<file path="config.mk">
export PLATFORM = sky130hd
export DESIGN_NAME = top_k_score_list_flat
export DESIGN_NICKNAME = d
export VERILOG_FILES = /design/src/hdl/tksl_pkg.sv /design/src/hdl/tksl_req_if.sv /design/src/hdl/tksl_rsp_if.sv /design/src/hdl/tksl_cell.sv /design/src/hdl/top_k_score_list.sv /design/src/flat_wrapper.sv
export SDC_FILE = /design/constraint.sdc
export NUM_CORES = 2
export LEC_CHECK = 0
export BUFFER_PORTS_ARGS = -buffer_cell sky130_fd_sc_hd__buf_4
export CAP_MARGIN = 20
export CORE_MARGIN = 2
export CORE_UTILIZATION = 65
export DETAILED_ROUTE_END_ITERATION = 16
export GPL_TIMING_DRIVEN = 0
export HOLD_SLACK_MARGIN = 0.05
export PLACE_DENSITY_LB_ADDON = 0.3
export SETUP_SLACK_MARGIN = 0.4
export SLEW_MARGIN = 0
export SYNTH_ARGS = -nofsm -noshare
export SYNTH_HDL_FRONTEND = slang
export SYNTH_SLANG_ARGS = --single-unit
</file>
<file path="constraint.sdc">
create_clock -name clk -period 21 [get_ports clk]
set_input_delay 2.1 -clock clk [delete_from_list [all_inputs] [get_ports clk]]
set_output_delay 2.1 -clock clk [all_outputs]
set_load 0.01 [all_outputs]
</file>
<file path="src/hdl/tksl_pkg.sv">
// Package for the top-k score list: widths, operation codes, the entry type
// and the per-cell control bundle. No dependencies.
package tksl_pkg;

  localparam int MAX_ENTRIES = 16;
  localparam int IDX_W = $clog2(MAX_ENTRIES);
  localparam int CNT_W = $clog2(MAX_ENTRIES + 1);
  localparam int CAP_W = 5;
  localparam int CMP_W = (CNT_W > CAP_W) ? CNT_W : CAP_W;
  localparam int RANK_W = 5;
  localparam int SCORE_W = 32;
  localparam int ID_W = 16;

  localparam logic FUNC_INSERT = 1'b0;
  localparam logic FUNC_CLEAR  = 1'b1;

  localparam logic [CAP_W-1:0] CAP_RESET = CAP_W'(10);

  typedef struct packed {
    logic [SCORE_W-1:0] score;
    logic [ID_W-1:0]    id;
  } entry_t;

  typedef struct packed {
    logic   wr_en;
    logic   occupied;
    entry_t item;
  } cell_ctrl_t;

endpackage

</file>
<file path="src/hdl/tksl_req_if.sv">
// Request channel of the top-k score list: valid/ready plus operation and entry.
// Depends on tksl_pkg.
interface tksl_req_if;
  import tksl_pkg::*;

  logic               valid;
  logic               ready;
  logic               func;
  logic [ID_W-1:0]    entry_id;
  logic [SCORE_W-1:0] score;

  modport source (output valid, func, entry_id, score, input ready);
  modport sink (input valid, func, entry_id, score, output ready);

endinterface

</file>
<file path="src/hdl/tksl_rsp_if.sv">
// Response channel of the top-k score list: valid/ready plus placement report.
// Depends on tksl_pkg.
interface tksl_rsp_if;
  import tksl_pkg::*;

  logic               valid;
  logic               ready;
  logic [RANK_W-1:0]  rank;
  logic               kept;
  logic [RANK_W-1:0]  count;
  logic [ID_W-1:0]    best_id;
  logic [SCORE_W-1:0] best_score;

  modport source (output valid, rank, kept, count, best_id, best_score, input ready);
  modport sink (input valid, rank, kept, count, best_id, best_score, output ready);

endinterface

</file>
<file path="src/hdl/tksl_cell.sv">
// One slot of the sorted list: holds an entry, compares it with the incoming
// score and either holds, takes the new entry or takes its upper neighbor's.
// Depends on tksl_pkg.
module tksl_cell (
  input  logic                clk,
  input  tksl_pkg::cell_ctrl_t ctrl,
  input  tksl_pkg::entry_t    prev_entry,
  input  logic                prev_ge,
  output tksl_pkg::entry_t    entry,
  output logic                ge
);
  import tksl_pkg::*;

  entry_t entry_next;

  assign ge = !ctrl.occupied || (ctrl.item.score > entry.score);

  always_comb begin
    entry_next = entry;
    if (ctrl.wr_en) begin
      if (prev_ge) begin
        entry_next = prev_entry;
      end else if (ge) begin
        entry_next = ctrl.item;
      end
    end
  end

  always_ff @(posedge clk) begin
    entry <= entry_next;
  end

endmodule

</file>
<file path="src/hdl/top_k_score_list.sv">
// Top level of the top-k score list: chain of compare/shift cells, count and
// capacity registers, and the registered response stage.
// Depends on tksl_pkg, tksl_req_if, tksl_rsp_if and tksl_cell.
//
// Usage:
//   req carries one beat per operation: func selects insert or clear, with
//   entry_id and score for an insert. rsp returns exactly one beat per
//   request: rank where the entry landed (MAX_ENTRIES when discarded), kept,
//   the count held afterwards and the best entry afterwards (zero if empty).
//   cfg_we/cfg_wdata write the capacity; write it only while the block idles.
//   Every cell compares the new score with its own entry in the same cycle,
//   so the response beat is registered in the cycle after the request beat
//   is taken; one request is taken per cycle while rsp.ready stays high.
//   The response register decouples the sides: req.ready stays high while
//   rsp is empty or being taken; a stalled response holds and blocks only
//   the next request.
//   Reset empties the list, sets capacity to 10 and drops any pending beat.
//   Entries are not cleared; the count alone marks which cells are held.
module top_k_score_list (
  input  logic                       clk,
  input  logic                       rst,
  input  logic                       cfg_we,
  input  logic [tksl_pkg::CAP_W-1:0] cfg_wdata,
  tksl_req_if.sink                   req,
  tksl_rsp_if.source                 rsp
);
  import tksl_pkg::*;

  logic [CAP_W-1:0] capacity;
  logic [CNT_W-1:0] held;
  logic [CNT_W-1:0] held_next;
  logic             rsp_valid;
  logic             accept;
  logic             insert;
  logic             full;
  logic             kept;
  logic [CMP_W-1:0] cap_c;
  logic [CNT_W-1:0] pos;
  logic [CNT_W-1:0] rank_w;
  entry_t           new_item;
  entry_t           best;

  entry_t           entries [MAX_ENTRIES];
  logic             ge [MAX_ENTRIES];
  cell_ctrl_t       ctrl [MAX_ENTRIES];

  assign accept   = req.valid && req.ready;
  assign insert   = (req.func == FUNC_INSERT);
  assign new_item = '{score: req.score, id: req.entry_id};

  assign cap_c = (CMP_W'(capacity) > CMP_W'(MAX_ENTRIES)) ?
                 CMP_W'(MAX_ENTRIES) : CMP_W'(capacity);
  assign full  = CMP_W'(held) >= cap_c;

  always_comb begin
    pos = CNT_W'(MAX_ENTRIES);
    for (int i = MAX_ENTRIES - 1; i >= 0; i--) begin
      if (ge[i]) begin
        pos = CNT_W'(i);
      end
    end
  end

  assign kept   = insert && (!full || (pos < held));
  assign rank_w = kept ? pos : CNT_W'(MAX_ENTRIES);

  always_comb begin
    held_next = held;
    if (!insert) begin
      held_next = '0;
    end else if (kept && !full) begin
      held_next = held + CNT_W'(1);
    end
  end

  genvar g;
  generate
    for (g = 0; g < MAX_ENTRIES; g++) begin : g_cell
      assign ctrl[g] = '{wr_en: accept && kept,
                         occupied: (CNT_W'(g) < held),
                         item: new_item};
      if (g == 0) begin : g_head
        tksl_cell u_cell (
          .clk        (clk),
          .ctrl       (ctrl[g]),
          .prev_entry (new_item),
          .prev_ge    (1'b0),
          .entry      (entries[g]),
          .ge         (ge[g])
        );
      end else begin : g_body
        tksl_cell u_cell (
          .clk        (clk),
          .ctrl       (ctrl[g]),
          .prev_entry (entries[g-1]),
          .prev_ge    (ge[g-1]),
          .entry      (entries[g]),
          .ge         (ge[g])
        );
      end
    end
  endgenerate

  always_comb begin
    if (held_next == '0) begin
      best = '0;
    end else if (kept && (pos == '0)) begin
      best = new_item;
    end else begin
      best = entries[0];
    end
  end

  assign req.ready = !rsp_valid || rsp.ready;
  assign rsp.valid = rsp_valid;

  always_ff @(posedge clk) begin
    if (rst) begin
      capacity  <= CAP_RESET;
      held      <= '0;
      rsp_valid <= 1'b0;
    end else begin
      if (cfg_we) begin
        capacity <= cfg_wdata;
      end
      if (accept) begin
        held      <= held_next;
        rsp_valid <= 1'b1;
      end else if (rsp.ready) begin
        rsp_valid <= 1'b0;
      end
    end
  end

  // capture the response beat
  always_ff @(posedge clk) begin
    if (accept) begin
      rsp.rank       <= RANK_W'(rank_w);
      rsp.kept       <= kept;
      rsp.count      <= RANK_W'(held_next);
      rsp.best_id    <= best.id;
      rsp.best_score <= best.score;
    end
  end

endmodule
</file>
<file path="src/flat_wrapper.sv">
// flat-port wrapper written by rule: the top's interface ports become plain ports
module top_k_score_list_flat import tksl_pkg::*;
  (clk, rst, cfg_we, cfg_wdata, req_valid, req_func, req_entry_id, req_score, req_ready, rsp_valid, rsp_rank, rsp_kept, rsp_count, rsp_best_id, rsp_best_score, rsp_ready);
  tksl_req_if req_i ();
  tksl_rsp_if rsp_i ();
  input  logic clk;
  input  logic rst;
  input  logic cfg_we;
  input  logic [tksl_pkg::CAP_W-1:0] cfg_wdata;
  input wire logic [$bits(req_i.valid)-1:0] req_valid;
  input wire logic [$bits(req_i.func)-1:0] req_func;
  input wire logic [$bits(req_i.entry_id)-1:0] req_entry_id;
  input wire logic [$bits(req_i.score)-1:0] req_score;
  output wire logic [$bits(req_i.ready)-1:0] req_ready;
  output wire logic [$bits(rsp_i.valid)-1:0] rsp_valid;
  output wire logic [$bits(rsp_i.rank)-1:0] rsp_rank;
  output wire logic [$bits(rsp_i.kept)-1:0] rsp_kept;
  output wire logic [$bits(rsp_i.count)-1:0] rsp_count;
  output wire logic [$bits(rsp_i.best_id)-1:0] rsp_best_id;
  output wire logic [$bits(rsp_i.best_score)-1:0] rsp_best_score;
  input wire logic [$bits(rsp_i.ready)-1:0] rsp_ready;
  assign req_i.valid = req_valid;
  assign req_i.func = req_func;
  assign req_i.entry_id = req_entry_id;
  assign req_i.score = req_score;
  assign req_ready = req_i.ready;
  assign rsp_valid = rsp_i.valid;
  assign rsp_rank = rsp_i.rank;
  assign rsp_kept = rsp_i.kept;
  assign rsp_count = rsp_i.count;
  assign rsp_best_id = rsp_i.best_id;
  assign rsp_best_score = rsp_i.best_score;
  assign rsp_i.ready = rsp_ready;
  top_k_score_list u_core (.clk(clk), .rst(rst), .cfg_we(cfg_we), .cfg_wdata(cfg_wdata), .req(req_i), .rsp(rsp_i));
endmodule
</file>
# --- Word-level counts from Yosys, hierarchy flattened ---
# Cells that the tools add are included.
totals:
  register_bits: 822
  in_bits: 59
  output_inout_bits: 61
  elab_cells: 203
classes:
  add_sub_neg: 1
  magnitude_cmp: 35
  mux: 52
  n_bitwise: 1
  reduce_logical: 75
ops:
  columns: ["operator", "count"]
  rows:
  - ["48-bit two-way mux", 31]
  - ["32-bit greater-than comparator", 16]
  - ["5-bit two-way mux", 19]
  - ["4-bit by 5-bit < comparator with 1-bit output (first input constant)", 8]
  - ["2-bit AND reduction", 16]
  - ["2-bit nonzero test", 16]
  - ["3-bit by 5-bit < comparator with 1-bit output (first input constant)", 4]
  - ["1-bit logical NOT", 18]
  - ["1-bit logical OR", 18]
  - ["5-bit logical NOT", 2]
  - ["1-bit by 5-bit < comparator with 1-bit output (first input constant)", 2]
  - ["2-bit by 5-bit < comparator with 1-bit output (first input constant)", 2]
  - ["5-bit by 1-bit adder with 5-bit output (second input constant)", 1]
  - ["5-bit greater-or-equal comparator", 1]
  - ["5-bit greater-than comparator (second input constant)", 1]
  - ["1-bit logical AND", 5]
  - ["5-bit < comparator", 1]
  - ["1-bit two-way mux", 2]
  - ["1-bit NOT", 1]

# --- Longest topological paths before layout ---
depth:
  ltp_word: 26
  mapped_depth: 25
  ltp_nobuf: 21

# --- Hierarchy ---
# A second synthesis with hierarchy kept.
hier_totals:
  cells_unflattened: 3866
  hier_area_um2: 49620.1
modules_own_cells:
  columns: ["mod", "n_inst", "cells_per_inst", "area_each_um2", "seq_area_each_um2"]
  rows:
  - ["tksl_cell", 16, 220, 2867.8, 1441.4]
  - ["top_k_score_list", 1, 346, 3736.1, 1991.9]

# --- Worst setup path after synthesis ---
# Ideal clock, no wire load.
synth_path:
  kind: "input-to-reg"
  from: "input req_score[30]"
  to: "register u_core.g_cell[0].g_head.u_cell.entry[0] in the netlist's numbering (enable)"
  t_arrival_ns: 9.174
  required_time_ns: 20.487
  path_slack_ns: 11.313
  path_stages: 19
  path_buffers: 1
  path_cell_list: "ha_1 > nand4_1 > nor4_1 > or4b_1 > and2_1 > a221oi_2 > and4b_1 > nand2b_1 > a311oi_2 > ha_1 > a21o_1 > a21o_1 > a211oi_1 > a22oi_1 > a21boi_0 > a31oi_1 > o21ai_2 > buf_4 > nor3_1"
synth_via:
  elab_chain_cells: 23
  word_cells_on_any_way: 53
  cone_classes: "order compare (17); mux (16); reduce/logical (20)"
synth_rtl:
  columns: ["item", "line", "source"]
  rows:
  - ["from (decl)", "flat_wrapper.sv:13", "input wire logic [$bits(req_i.score)-1:0] req_score;"]
  - ["32-bit greater-than comparator", "tksl_cell.sv:16", "assign ge = !ctrl.occupied || (ctrl.item.score > entry.score);"]
  - ["1-bit logical OR", "tksl_cell.sv:16", null]
  - ["5-bit two-way mux (15 in series)", "top_k_score_list.sv:58", "if (ge[i]) begin"]
  - ["5-bit two-way mux (*)", "top_k_score_list.sv:58", null]
  - ["named net u_core.pos[2]", "top_k_score_list.sv:38", "logic [CNT_W-1:0] pos;"]
  - ["5-bit < comparator (*)", "top_k_score_list.sv:64", "assign kept = insert && (!full || (pos < held));"]
  - ["1-bit logical OR (*)", "top_k_score_list.sv:64", null]
  - ["1-bit logical AND (*)", "top_k_score_list.sv:64", null]
  - ["1-bit logical AND (*)", "top_k_score_list.sv:79", "assign ctrl[g] = '{wr_en: accept && kept,"]
  - ["2-bit AND reduction (no line) (*)", null, null]
  - ["to (signal assigned)", "tksl_cell.sv:30", "entry <= entry_next;"]
  - ["to (decl)", "tksl_cell.sv:9", "output tksl_pkg::entry_t entry,"]
# The timed path passes the listed nets; every way through them passes the cells marked *.
# A chain may end at the register's enable or synchronous reset.

# --- Final worst setup path ---
layout_path:
  from: "input req_score[0]"
  to: "register u_core.g_cell[6].g_body.u_cell.entry[19] in the netlist's numbering (enable)"
layout_via:
  elab_chain_cells: 23
  word_cells_on_any_way: 54
  cone_classes: "order compare (17); mux (16); reduce/logical (21)"
layout_rtl:
  columns: ["item", "line"]
  rows:
  - ["32-bit greater-than comparator", "tksl_cell.sv:16"]
  - ["1-bit logical OR", "tksl_cell.sv:16"]
  - ["5-bit two-way mux (15 in series)", "top_k_score_list.sv:58"]
  - ["5-bit two-way mux (*)", "top_k_score_list.sv:58"]
  - ["named net u_core.pos[3]", "top_k_score_list.sv:38"]
  - ["5-bit < comparator (*)", "top_k_score_list.sv:64"]
  - ["1-bit logical OR (*)", "top_k_score_list.sv:64"]
  - ["1-bit logical AND (*)", "top_k_score_list.sv:64"]
  - ["1-bit logical AND (*)", "top_k_score_list.sv:79"]
  - ["2-bit AND reduction (no line) (*)", null]
  - ["to (signal assigned)", "tksl_cell.sv:30"]
  - ["to (decl)", "tksl_cell.sv:9"]
# Marked as above.

==> results.md <==
* Outcome: complete, no violations
* FF-to-FF Start: u_core.g_cell[10].g_body.u_cell.entry[43]
* H-tree depth at 3
* Nets at approximately 4400
* TritonCTS clock tree: done
* DIE AREA at roughly 60000 um^2
* CTS max path bufs at 3
* Slowest stage delay, CP at 820 ps
* WS Path Type: input port to register
* Worst hold-check path type: register to register
* Worst-skew pair later-pin latency at 600 ps
* Slew at the pin closest to its max-slew limit at between 1000 and 1500 ps
* Post-CTS Hold Buffers at 0
* Top FF cell, synth: edfxtp_1
* Vias in the first global route at 28068
* Mean post-synth cell area at 10.4 um^2
* R2r setup slk at approximately 14000 ps
* Max Slew Vio Count at 0
* Worst EP required at approximately 21000 ps
* Worst Setup Start Kind: input port
* Top area cells in the synthesized netlist: edfxtp_1 47%, ha_1 17%, o21ai_0 5.5%, inv_1 5.2%, mux2_2 4.9%
* # resized after CTS at 0
* DR WL/cell at ~20 um
* # clock sinks at 598
* Setup TNS at 0 ps
* Fin crit share at roughly two fifths
* Worst-path fanout max at 22
* Post-synth top cells: 587 x edfxtp_1, 527 x inv_1, 522 x ha_1
* Unrepaired setup endpoints after global routing: no
* Yosys cell types at 75
* Port Buffer Count at approximately 120
* Root Driver: clkbuf_16
* Net Switching at slightly below 0.0008 W
* Sequential area share after synthesis at 47.3%
* Standard-cell rows at 88
* Drt drc at 0
* Area grow syn2layout at 12.1%
* #FFs+latches synth at 598
* Die height at roughly 240 um
* Critical path depth in cells at 22
* Post-Route WL at about 92 mm
* Multi-input gate area at ~17000 um^2
* IR drop worst, VDD at approximately 0.073 mV
* Setup repair bufs after CTS at 0
* Pwr dens at 74.0 nW/um^2
* Logic pwr share at between 10% and 20%
* DR pass1 iterations at 6
* Detailed placement HPWL at around 70 mm
* Post-synthesis cell count at approximately 3600
* Slew headroom at 26.6%
* Critical Path AT at a little under 9000 ps
* Max Cap Violations at 0
* Via density at 6.00
* Final hold vios at 0
* Top-count cell post-synth: edfxtp_1
* Post-synth EDFFs at around 590
* Clk pin slew, worst setup/hold paths at about 60 ps
* Iteration-0 DRC Markers at between 2000 and 2500
* Leak at roughly 18 nW
* Worst Skew at 14.9 ps
* Most common cell on crit path: buf_4
* Synth top area share at between 40% and 50%
* CP Capture Point: u_core.g_cell[6].g_body.u_cell.entry[19]
* Sequential group share of total power at between 40% and 50%
* Post-layout min period at 8570 ps
* Clock buffer count from CTS at 68
* Initial Util at between 60% and 70%
* GPL Wtd Cong at approximately 0.92
* CP bufs+invs at 5
* Register area at ~18000 um^2
* Ys async rst share at 0%
* Worst path slowest cell: a211oi_4
* DRT antenna net count at 0
* Synth area leader: edfxtp_1
* Initial antenna violation count at 3
* Design Power at around 0.0031 W
* Number of diodes at 0
* Grt total ovfl at 0
* Top Ports at 120
* Post-Syn Nets at ~4200
* GRT Overall Usage at between 30% and 40%
* Crit path cell chain: buf_4, inv_1, ha_1, nand4_1, nor4_1, nand3_1, o31ai_1, o211ai_1, buf_4, nand2b_1, nor4b_1, nor2b_1, ha_1, a21o_1, a211oi_1, a22oi_1, a21boi_0, a31oi_1, o21ai_2, buf_4, a211oi_4, buf_16
* First-pass GRT wire length at about 150 mm
* Die width at 245 um
* Crit path from: req_score[0]
* Crit-path leading delay family: compound AO/OA/AOI/OAI gates
* Clock Power Share at 39.8%
* CORE AREA at 57500 um^2
* Share of cells above drive strength 1 at 11.6%
* Pin count of the biggest net entering global routing at 55
* Fmax at between 100 and 150 MHz
* Yosys warns at 0
* Switching part of the total at between 20 and 30%
* Reg2reg end: u_core.g_cell[6].g_body.u_cell.entry[19]
* Via count at ~28000
* Int Power at between 0.002 and 0.0025 W
* Setup violators final at 0
* Cell area after synthesis at ~38000 um^2
* Endpoint kind of the worst setup timing path: register
* R2R depth at 21
* Filler cells at 3869
cells in the final DEF, fill, tap and decap left out, types with 18 or more instances in the layout:
master	instances
a211oi_1	33
a21o_1	59
a21oi_1	166
buf_4	126
clkbuf_1	120
clkbuf_16	71
clkinv_1	18
edfxtp_1	587
ha_1	522
inv_1	527
mux2_2	165
mux2i_1	51
nand2_1	404
nand3_1	58
nand4_1	93
nor2_1	127
nor2b_1	22
nor3_1	18
nor4_1	24
o21ai_0	414
worst register-to-register path, delay by kind of cell, from the launching register on:
family          cells  cell delay [ps]
compound gates     10             3210
fa+ha+maj           2              610
buf+inv             3              520
flops               1              320
simple gates        6             2160
per-stage QoR:
| step | setup slack, ps | hold slack, ps | cells | cell area, um^2 | utilization (%) |
|---|---|---|---|---|---|
| 2_1_floorplan | 11310 | 452 | 3626 | 37700 | - |
| 3_3_place_gp | 8040 | 476 | 4508 | 39500 | 68.8 |
| 3_5_place_dp | 11930 | 480 | 4532 | 40000 | 69.5 |
| 4_1_cts | 12530 | 495 | 4652 | 42300 | 73.5 |
| 5_1_grt | 12220 | 557 | 4654 | 42300 | 73.5 |
| 6_report | 12430 | 491 | 4654 | 42300 | 73.5 |
routing by layer:
layer	part of all wire, %	wire (um)	vias to the layer above	track usage [%]
met3	6.4	5920	235	4.33
met5	0.0087	8	-	0
met4	4.9	4490	2	14.9
met1	39	35600	13302	36.8
met2	50	46200	897	55.2
li1	-	-	13486	-
logic make-up (layout without fill, tap and decap cells):
| logic type | after synthesis | after routing | share of synthesized area, % |
|---|---|---|---|
| mux | 216 | 216 | 6.28 |
| fa+ha+maj | 522 | 522 | 17.3 |
| compound gates | 800 | 800 | 12.4 |
| buf+inv | 670 | 933 | 6.77 |
| simple gates | 816 | 816 | 9.81 |
| flops | 598 | 598 | 47.3 |
| xor+xnor | 4 | 4 | 0.0929 |
power by group through the flow:
stage / Sequential (W) / Combinational, W / Clock (W)
finish: 0.00143 / 0.000453 / 0.00124
global route: 0.00144 / 0.000510 / 0.00129
CTS: 0.00143 / 0.000452 / 0.00125
detailed placement: 0.00145 / 0.000445 / 0
global placement: 0.00146 / 0.000411 / 0
floorplan: 0.00146 / 0.000279 / 0
final cells by class:
class / count / area share (%)
buffer: 141 / 1.35
clock buffer: 80 / 4.28
clock inverter: 40 / 1.14
inverter: 529 / 4.70
multi-input combinational: 2358 / 41.2
sequential: 598 / 42.2
tap: 765 / 2.26
timing repair buffer: 143 / 2.83
state kept, by name (all words and copies together) (netlist names):
signal,flops
u_core.capacity,5
u_core.rsp.best_score,32
u_core.rsp.valid,1
u_core.rsp.best_id,16
u_core.held,5
u_core.rsp.kept,1
u_core.rsp.count,5
u_core.g_cell.g_head.u_cell.entry,48
u_core.rsp.rank,5
u_core.g_cell.g_body.u_cell.entry,480
worst min-delay path by stage:
stage | cells after the start | startpoint | to
CTS | 2 | u_core.capacity[0] | u_core.capacity[0]
detailed placement | 2 | u_core.capacity[2] | u_core.capacity[2]
global route | 2 | u_core.capacity[2] | u_core.capacity[2]
floorplan | 2 | u_core.capacity[0] | u_core.capacity[0]
finish | 2 | u_core.capacity[0] | u_core.capacity[0]
global placement | 2 | u_core.capacity[2] | u_core.capacity[2]
Power figures use the tool's default switching activity.
